===== config.mk =====
export PLATFORM = sky130hd
export DESIGN_NAME = xor_checked_frame_parser
export DESIGN_NICKNAME = d
export VERILOG_FILES = /design/src/xcfp_pkg.sv /design/src/xcfp_in_reg.sv /design/src/xcfp_core.sv /design/src/xcfp_out_reg.sv /design/src/xor_checked_frame_parser.sv
export SDC_FILE = /design/constraint.sdc
export NUM_CORES = 1
export LEC_CHECK = 0
export BUFFER_PORTS_ARGS = -buffer_cell sky130_fd_sc_hd__buf_2
export CORE_MARGIN = 3
export CORE_UTILIZATION = 60
export CTS_BUF_LIST = sky130_fd_sc_hd__clkbuf_16
export CTS_CLUSTER_SIZE = 10
export DETAILED_ROUTE_END_ITERATION = 8
export HOLD_SLACK_MARGIN = 0.12
export PLACE_DENSITY = 0.82
export SLEW_MARGIN = 10
export SYNTH_ARGS = -nofsm -noshare
export SYNTH_HDL_FRONTEND = slang
export SYNTH_SLANG_ARGS = --single-unit

===== constraint.sdc =====
create_clock -name clk -period 14.9 [get_ports clk]
set_input_delay 2.98 -clock clk [delete_from_list [all_inputs] [get_ports clk]]
set_output_delay 2.98 -clock clk [all_outputs]
set_load 0.05 [all_outputs]

===== src/xcfp_pkg.sv =====
// ----------------------------------------------------------------------------
// xcfp_pkg
// Shared types and codes for the XOR-checked frame parser.
// ----------------------------------------------------------------------------
package xcfp_pkg;

  localparam int unsigned ByteW = 8;
  localparam int unsigned MinFrameSize = 4;

  // Parser phase
  typedef enum logic [2:0] {
    PH_DEST    = 3'd0,
    PH_SIZE    = 3'd1,
    PH_ID      = 3'd2,
    PH_PAYLOAD = 3'd3,
    PH_CHECK   = 3'd4
  } phase_t;

  // Result kind codes
  typedef enum logic [1:0] {
    KIND_PAYLOAD  = 2'd0,
    KIND_GOOD     = 2'd1,
    KIND_CSUM_ERR = 2'd2,
    KIND_LEN_ERR  = 2'd3
  } kind_t;

  // One result item
  typedef struct packed {
    kind_t            kind;
    logic [ByteW-1:0] payload_byte;
    logic [ByteW-1:0] payload_index;
    logic [ByteW-1:0] dest_address;
    logic [ByteW-1:0] frame_size;
    logic [ByteW-1:0] payload_kind;
    logic             end_of_frame;
  } result_t;

  // Handshake between the input register and the parser core
  typedef struct packed {
    logic             valid;
    logic [ByteW-1:0] data;
  } byte_req_t;

endpackage


===== src/xcfp_in_reg.sv =====
// ----------------------------------------------------------------------------
// xcfp_in_reg
// Input register: captures one received byte request and holds it until the
// parser core consumes it.
// ----------------------------------------------------------------------------
module xcfp_in_reg (
  input  logic                     clk,
  input  logic                     rst,
  input  logic                     in_valid,
  output logic                     in_stall,
  input  logic [xcfp_pkg::ByteW-1:0] rx_byte,
  input  logic                     consume,
  output xcfp_pkg::byte_req_t      req
);

  logic                       valid;
  logic [xcfp_pkg::ByteW-1:0] data;
  logic                       accept;

  // Stall only while a held byte cannot move on
  assign in_stall = valid && !consume;
  assign accept   = in_valid && !in_stall;

  // Valid flag
  always_ff @(posedge clk) begin
    if (rst) begin
      valid <= 1'b0;
    end else if (accept) begin
      valid <= 1'b1;
    end else if (consume) begin
      valid <= 1'b0;
    end
  end

  // Byte register
  always_ff @(posedge clk) begin
    if (accept) begin
      data <= rx_byte;
    end
  end

  assign req.valid = valid;
  assign req.data  = data;

endmodule


===== src/xcfp_core.sv =====
// ----------------------------------------------------------------------------
// xcfp_core
// Frame parser state and per-byte step: header capture, payload counting,
// running XOR and the status decision on the id byte or the checksum byte.
// ----------------------------------------------------------------------------
module xcfp_core (
  input  logic                clk,
  input  logic                rst,
  input  xcfp_pkg::byte_req_t req,
  input  logic                out_free,
  output logic                consume,
  output logic                res_valid,
  output xcfp_pkg::result_t   res
);

  localparam logic [xcfp_pkg::ByteW-1:0] MinSize = xcfp_pkg::ByteW'(xcfp_pkg::MinFrameSize);

  xcfp_pkg::phase_t           phase, phase_next;
  logic [xcfp_pkg::ByteW-1:0] dest_reg, dest_reg_next;
  logic [xcfp_pkg::ByteW-1:0] size_reg, size_reg_next;
  logic [xcfp_pkg::ByteW-1:0] kind_reg, kind_reg_next;
  logic [xcfp_pkg::ByteW-1:0] bytes_left, bytes_left_next;
  logic [xcfp_pkg::ByteW-1:0] byte_pos, byte_pos_next;
  logic [xcfp_pkg::ByteW-1:0] running_xor, running_xor_next;
  logic                       has_result;
  logic [xcfp_pkg::ByteW-1:0] b;

  assign b = req.data;

  // A byte that yields a result needs a free output slot
  assign consume   = req.valid && (!has_result || out_free);
  assign res_valid = consume && has_result;

  // Step: next state and result
  always_comb begin
    phase_next       = phase;
    dest_reg_next    = dest_reg;
    size_reg_next    = size_reg;
    kind_reg_next    = kind_reg;
    bytes_left_next  = bytes_left;
    byte_pos_next    = byte_pos;
    running_xor_next = running_xor;
    has_result       = 1'b0;
    res.kind          = xcfp_pkg::KIND_PAYLOAD;
    res.payload_byte  = '0;
    res.payload_index = '0;
    res.dest_address  = dest_reg;
    res.frame_size    = size_reg;
    res.payload_kind  = kind_reg;
    res.end_of_frame  = 1'b0;
    unique case (phase)
      xcfp_pkg::PH_SIZE: begin
        size_reg_next    = b;
        running_xor_next = running_xor ^ b;
        phase_next       = xcfp_pkg::PH_ID;
      end
      xcfp_pkg::PH_ID: begin
        kind_reg_next    = b;
        running_xor_next = running_xor ^ b;
        if (size_reg < MinSize) begin
          // Short frame: flag and resync on the next byte
          has_result       = 1'b1;
          res.kind         = xcfp_pkg::KIND_LEN_ERR;
          res.payload_kind = b;
          res.end_of_frame = 1'b1;
          phase_next       = xcfp_pkg::PH_DEST;
        end else begin
          bytes_left_next = size_reg - MinSize;
          byte_pos_next   = '0;
          phase_next      = (size_reg == MinSize) ? xcfp_pkg::PH_CHECK
                                                  : xcfp_pkg::PH_PAYLOAD;
        end
      end
      xcfp_pkg::PH_PAYLOAD: begin
        has_result        = 1'b1;
        res.payload_byte  = b;
        res.payload_index = byte_pos;
        running_xor_next  = running_xor ^ b;
        byte_pos_next     = byte_pos + 1'b1;
        bytes_left_next   = bytes_left - 1'b1;
        if (bytes_left == {{(xcfp_pkg::ByteW-1){1'b0}}, 1'b1}) begin
          phase_next = xcfp_pkg::PH_CHECK;
        end
      end
      xcfp_pkg::PH_CHECK: begin
        has_result       = 1'b1;
        res.kind         = (running_xor == b) ? xcfp_pkg::KIND_GOOD
                                              : xcfp_pkg::KIND_CSUM_ERR;
        res.end_of_frame = 1'b1;
        phase_next       = xcfp_pkg::PH_DEST;
      end
      default: begin
        // Destination byte opens a new frame
        dest_reg_next    = b;
        size_reg_next    = '0;
        kind_reg_next    = '0;
        bytes_left_next  = '0;
        byte_pos_next    = '0;
        running_xor_next = b;
        phase_next       = xcfp_pkg::PH_SIZE;
      end
    endcase
  end

  // State registers
  always_ff @(posedge clk) begin
    if (rst) begin
      phase       <= xcfp_pkg::PH_DEST;
      dest_reg    <= '0;
      size_reg    <= '0;
      kind_reg    <= '0;
      bytes_left  <= '0;
      byte_pos    <= '0;
      running_xor <= '0;
    end else if (consume) begin
      phase       <= phase_next;
      dest_reg    <= dest_reg_next;
      size_reg    <= size_reg_next;
      kind_reg    <= kind_reg_next;
      bytes_left  <= bytes_left_next;
      byte_pos    <= byte_pos_next;
      running_xor <= running_xor_next;
    end
  end

endmodule


===== src/xcfp_out_reg.sv =====
// ----------------------------------------------------------------------------
// xcfp_out_reg
// Result register: holds one result request until the receiver takes it.
// ----------------------------------------------------------------------------
module xcfp_out_reg (
  input  logic              clk,
  input  logic              rst,
  input  logic              load,
  input  xcfp_pkg::result_t res_in,
  output logic              out_free,
  output logic              out_valid,
  input  logic              out_stall,
  output xcfp_pkg::result_t res_out
);

  logic              valid;
  xcfp_pkg::result_t data;

  // Slot frees up when empty or being taken this cycle
  assign out_free = !valid || !out_stall;

  always_ff @(posedge clk) begin
    if (rst) begin
      valid <= 1'b0;
    end else if (load) begin
      valid <= 1'b1;
    end else if (!out_stall) begin
      valid <= 1'b0;
    end
  end

  always_ff @(posedge clk) begin
    if (load) begin
      data <= res_in;
    end
  end

  assign out_valid = valid;
  assign res_out   = data;

endmodule


===== src/xor_checked_frame_parser.sv =====
// ----------------------------------------------------------------------------
// xor_checked_frame_parser
// A result travels from the input register through the combinational parser
// step into the result register, which drives the outputs.
// Throughput: one byte per cycle unless a result waits on a stalled output.
// Reset: synchronous; parser returns to expecting a destination byte, both
// registers empty.
// ----------------------------------------------------------------------------
module xor_checked_frame_parser (
  input  logic                       clk,
  input  logic                       rst,
  input  logic                       in_valid,
  output logic                       in_stall,
  input  logic [xcfp_pkg::ByteW-1:0] rx_byte,
  output logic                       out_valid,
  input  logic                       out_stall,
  output logic [1:0]                 kind,
  output logic [xcfp_pkg::ByteW-1:0] payload_byte,
  output logic [xcfp_pkg::ByteW-1:0] payload_index,
  output logic [xcfp_pkg::ByteW-1:0] dest_address,
  output logic [xcfp_pkg::ByteW-1:0] frame_size,
  output logic [xcfp_pkg::ByteW-1:0] payload_kind,
  output logic                       end_of_frame
);

  xcfp_pkg::byte_req_t req;
  xcfp_pkg::result_t   res, res_q;
  logic                consume;
  logic                res_valid;
  logic                out_free;

  xcfp_in_reg u_in_reg (
    .clk      (clk),
    .rst      (rst),
    .in_valid (in_valid),
    .in_stall (in_stall),
    .rx_byte  (rx_byte),
    .consume  (consume),
    .req      (req)
  );

  xcfp_core u_core (
    .clk       (clk),
    .rst       (rst),
    .req       (req),
    .out_free  (out_free),
    .consume   (consume),
    .res_valid (res_valid),
    .res       (res)
  );

  xcfp_out_reg u_out_reg (
    .clk       (clk),
    .rst       (rst),
    .load      (res_valid),
    .res_in    (res),
    .out_free  (out_free),
    .out_valid (out_valid),
    .out_stall (out_stall),
    .res_out   (res_q)
  );

  assign kind          = res_q.kind;
  assign payload_byte  = res_q.payload_byte;
  assign payload_index = res_q.payload_index;
  assign dest_address  = res_q.dest_address;
  assign frame_size    = res_q.frame_size;
  assign payload_kind  = res_q.payload_kind;
  assign end_of_frame  = res_q.end_of_frame;

  // Stall upstream only while a byte is held in the input register
  a_stall_needs_held: assert property (@(posedge clk) disable iff (rst)
    in_stall |-> req.valid)
    else $error("input stalled with empty input register");

  // Status results close a frame, payload results never do
  a_eof_kind: assert property (@(posedge clk) disable iff (rst)
    out_valid |-> (end_of_frame == (kind != xcfp_pkg::KIND_PAYLOAD)))
    else $error("end_of_frame does not match result kind");

  // Status results carry a zero payload byte and index
  a_status_zero: assert property (@(posedge clk) disable iff (rst)
    (out_valid && kind != xcfp_pkg::KIND_PAYLOAD) |->
      (payload_byte == '0 && payload_index == '0))
    else $error("status result carries payload data");

endmodule


======== Word-level counts from Yosys, hierarchy flattened ========
Cells that the tools add are included.
word-level totals
  bits of input ports ..................... 12
  bits in registers ....................... 104
operators by class
  bitwise gates (word level) .............. 6
  reductions and logical operators ........ 24
  add/sub/neg operators ................... 3
  mux-type cells .......................... 23
  equal/unequal tests ..................... 10
  $lt $le $gt $ge ......................... 1
operator list
  kind                                                    count
  one-hot mux 8 bit (2 select lines)                      3
  one-hot mux 8 bit (3 select lines)                      2
  two-way mux 8 bit                                       3
  one-hot mux 3 bit (4 select lines)                      1
  AND reduction 2 bit                                     5
  two-way mux 3 bit                                       3
  two-way mux 9 bit                                       1
  OR reduction 3 bit                                      3
  adder 8 x 1 -> 8 bit (second input constant)            1
  == test 8 x 1 -> 1 bit (second input constant)          1
  == test 8 x 3 -> 1 bit (second input constant)          1
  == test 8 bit                                           1
  < comparator 8 x 3 -> 1 bit (second input constant)     1
  subtractor 8 x 1 -> 8 bit (second input constant)       1
  subtractor 8 x 3 -> 8 bit (second input constant)       1
  XOR 8 bit                                               1
  == test 3 x 2 -> 1 bit (second input constant)          2
  zero test 1 bit                                         5
  two-way mux 1 bit                                       5
  NOT 1 bit                                               5
  logical AND 1 bit                                       4
  two-way mux 2 bit                                       2
  inequality test 2 x 1 -> 1 bit (second input constant)  2
  one-hot mux 1 bit (2 select lines)                      2
  9 further kinds                                         11

======== Logic depth before layout (Yosys ltp) ========
  word-level depth ........................ 11
  mapped depth ............................ 9
  gate-level depth less buffers ........... 6

======== By module ========
From an unflattened synthesis, not the netlist that was laid out.
second synthesis, totals
  cells, all modules ...................... 477
  area total of the unflattened synthesis .. 5002.3 µm²
by module, submodules not included
  module        area each (µm²)  times used  cells each
  xcfp_core     3380.7           1           417
  xcfp_out_reg  1323.8           1           47
  xcfp_in_reg   297.8            1           13

======== Least setup slack after synthesis ========
No wires, ideal clock.
  path type ............................... input to output
  start ................................... in out_stall
  end ..................................... out in_stall
  path slack .............................. 7.775 ns
  stages .................................. 2
  arrival time ............................ 4.145 ns
  path buffers ............................ 0
  cells stage by stage .................... nand2_1 > nor3_1
between the ends
  cells in the longest elaborated chain, start to end .. 6
RTL lines
  item               RTL line                        source
  start, declared    xor_checked_frame_parser.sv:16  input logic out_stall,
  zero test 1 bit    xcfp_out_reg.sv:20              assign out_free = !valid || !out_stall;
  logical OR 1 bit   xcfp_out_reg.sv:20
  logical OR 1 bit   xcfp_core.sv:31                 assign consume = req.valid && (!has_result || out_free);
  logical AND 1 bit  xcfp_core.sv:31
  zero test 1 bit    xcfp_in_reg.sv:21               assign in_stall = valid && !consume;
  logical AND 1 bit  xcfp_in_reg.sv:21
  end, declared      xor_checked_frame_parser.sv:13  output logic in_stall,
No other way between the ends.

======== Worst setup path in the final report ========
Same ends and word-level chain as after synthesis.

==> results by group <==
Outcome
  – Status: completed

Cells and area
  – Most frequent cells in the layout: 56 x buf_2, 53 x dfxtp_1, 51 x edfxtp_1, 45 x nand2_1, 35 x nor2_1
  – # diodes: 0
  – Most common cell after layout, fill and taps aside: buf_2
  – Multi-input logic area: 2060 um^2
  – Register Area: roughly 2600 um^2
  – Share of cells above drive strength 1: 0.178
  – Non-filler instance count after layout: 620
  – Synth-to-layout area growth: 11.4%
  – Final core utilization: 0.696
  – Number of flip-flops in the largest register: 43
  – Fill cells: 587
  – Nets: 530

Synthesis
  – Syn Inst Count: between 400 and 500
  – Cell area after synthesis: 4880 um^2
  – Synth Warn #: 0
  – EDFF count, synth: 51
  – Syn Area/Cell: 10.1 um^2
  – Sequential-to-total area share from yosys stat: 0.531
  – Top FF cell, synth: dfxtp_1
  – Synthesized flop and latch total: 104
  – Synth Net Count: roughly 500
  – Synth cell types: 66
  – Asr flop ratio synth: 0

Clock network
  – Clk_lat worst skew: 0.35 ns
  – PostCTS Resize Cnt: 0
  – Post-CTS setup buffers: 0
  – CTS buffer count: 9
  – Hold buffers post-CTS: 0
  – Clock root buffer: clkbuf_16
  – Max Buffers Root-to-Sink: 2
  – H-tree levels: 3
  – Clock transition at path regs: 0.08 ns
  – CTS tree: built
  – Clock Sinks: between 100 and 150

GRT
  – Total global routing overflow: 0
  – Grt peak-use layer: met2
  – Met2 Usage GRT: 0.376
  – GR met1 Demand/Resource: 0.346
  – Met3 Use GR: 0.0508
  – Initial antenna violation count: 0
  – First-pass GRT wire length: 17400 um
  – Global-route usage over all layers: 0.246
  – Largest net degree at the start of global routing: 45
  – Vias in the first global route: 3472

Die
  – Rows: 32
  – Die H: 96.2 um
  – DIE AREA: around 9300 um^2
  – I/O pin cnt: 57
  – Chip Width: 96.2 um
  – Initial Utilization: 0.625
  – CORE AREA: 7810 um^2

Route
  – Via count: approximately 4.0k
  – Vias per cell: 6.46
  – Initial DRC Count: 433
  – Wirelength, routed: 11100 um
  – # DRC: 0
  – First-pass iteration count of the detailed router: 5
  – WL/cell: 17.9 um
  – Antenna-violating nets left: 0

Timing
  – Final hold violations: 0
  – Fmax: 151 MHz
  – Final Setup Violations: 0
  – Min Hold Slack: between 0.4 and 0.5 ns
  – Crit share post-route: 0.444
  – RSZ-0062 raised after global routing: false
  – Actual slew at the worst max-slew pin: roughly 1.1 ns
  – Slew Limit Fails: 0
  – Setup TNS: 0 ns
  – Final setup margin: 8.28 ns
  – Slew margin rel.: 0.233
  – Crit path time final: between 6 and 7 ns
  – Layout Skew: 0.00942 ns

Setup path
  – CP startpoint kind: input port
  – CP Max Fanout: 6
  – Crit path arrival time: about 3.6 ns
  – Critical Path End Type: primary output
  – Setup Crit Path Kind: in2out
  – Critical Path RT: 11.92 ns

Job
  – Max cap viols: 0

Power
  – Leakage: 1.95 nW
  – Max VDD drop: between 0.07 and 0.08 mV
  – PD cells: around 120 nW/um^2

Placement
  – Hpwl dp: 7170 um
  – Gp weighted congestion: between 0.8 and 0.9
  – Port Buffers: between 50 and 60
  – Pre-CTS WS: 8.30 ns
  – Placed Cells: 604

Hold path
  – Worst min-delay path category: reg2reg
-- synth_stat cells (4+ instances only) --
library cell / n / area [um^2]
a21oi_1: 26 / 130
a31o_2: 4 / 35.0
a31oi_1: 20 / 125
and2_1: 19 / 119
clkbuf_1: 29 / 109
dfxtp_1: 53 / 1060
edfxtp_1: 51 / 1530
ha_1: 5 / 62.6
inv_1: 13 / 48.8
mux2i_1: 9 / 90.1
nand2_1: 45 / 169
nand3_1: 9 / 45.0
nand4_1: 11 / 68.8
nor2_1: 35 / 131
nor3_1: 7 / 35.0
nor3b_1: 7 / 52.6
o2111ai_1: 11 / 96.3
o211ai_1: 6 / 45.0
o21ai_0: 24 / 120
o21ai_1: 4 / 20.0
o31a_1: 6 / 52.6
o31ai_1: 8 / 60.1
or4_1: 7 / 52.6
xnor2_1: 9 / 78.8
-- critical path: stages --
cell	delay [ns]
buf_2	0.13
nand2_1	0.11
nor3_1	0.14
buf_2	0.29
-- stage by stage --
step,power [mW],instance area (um^2)
4_1_cts,0.640,5440
5_1_grt,0.662,5440
3_3_place_gp,0.402,5130
3_5_place_dp,0.404,5130
6_report,0.641,5440
2_1_floorplan,0.388,4880
-- final cells by class --
cell class              count  share of cell area
flip-flops and latches    104               0.477
multi-input cells         326               0.378
repair buffers             59              0.0557
clock buffers               9              0.0414
well taps                 102              0.0235
clock inverters             7              0.0152
inverters                  13             0.00898
-- logic make-up after synthesis --
logic type               Yosys count  share of synthesized area
AND/OR/NAND/NOR                  164                      0.178
AO/OA/AOI/OAI                    138                      0.193
flip-flops                       104                      0.531
buffers and inverters             51                     0.0485
XOR/XNOR                          10                     0.0179
multiplexers                       9                     0.0185
adder cells (fa/ha/maj)            5                     0.0128
-- worst paths after layout --
check | startpoint | endpoint | slack (ns) | depth (start not counted)
max | out_stall | in_stall | 8.28 | 4
min | u_core.dest_reg[2] | u_out_reg.res_out[19] | 0.43 | 0
max reg2reg | u_core.phase[1] | u_core.running_xor[4] | 12.15 | 4
min reg2reg | u_core.dest_reg[2] | u_out_reg.res_out[19] | 0.43 | 0
-- per-layer routing --
| layer | routed length [um] | share of wire |
|---|---|---|
| met5 | 0 | 0 |
| met4 | 269 | 0.024 |
| met3 | 986 | 0.089 |
| met1 | 4720 | 0.43 |
| met2 | 5100 | 0.46 |
-- report_power, final --
| part | total [mW] | switching [mW] | internal [mW] |
|---|---|---|---|
| clock network | 0.242 | 0.110 | 0.132 |
| logic | 0.0745 | 0.0522 | 0.0223 |
| registers | 0.325 | 0.0145 | 0.310 |
(Power assumes the default switching activity.)
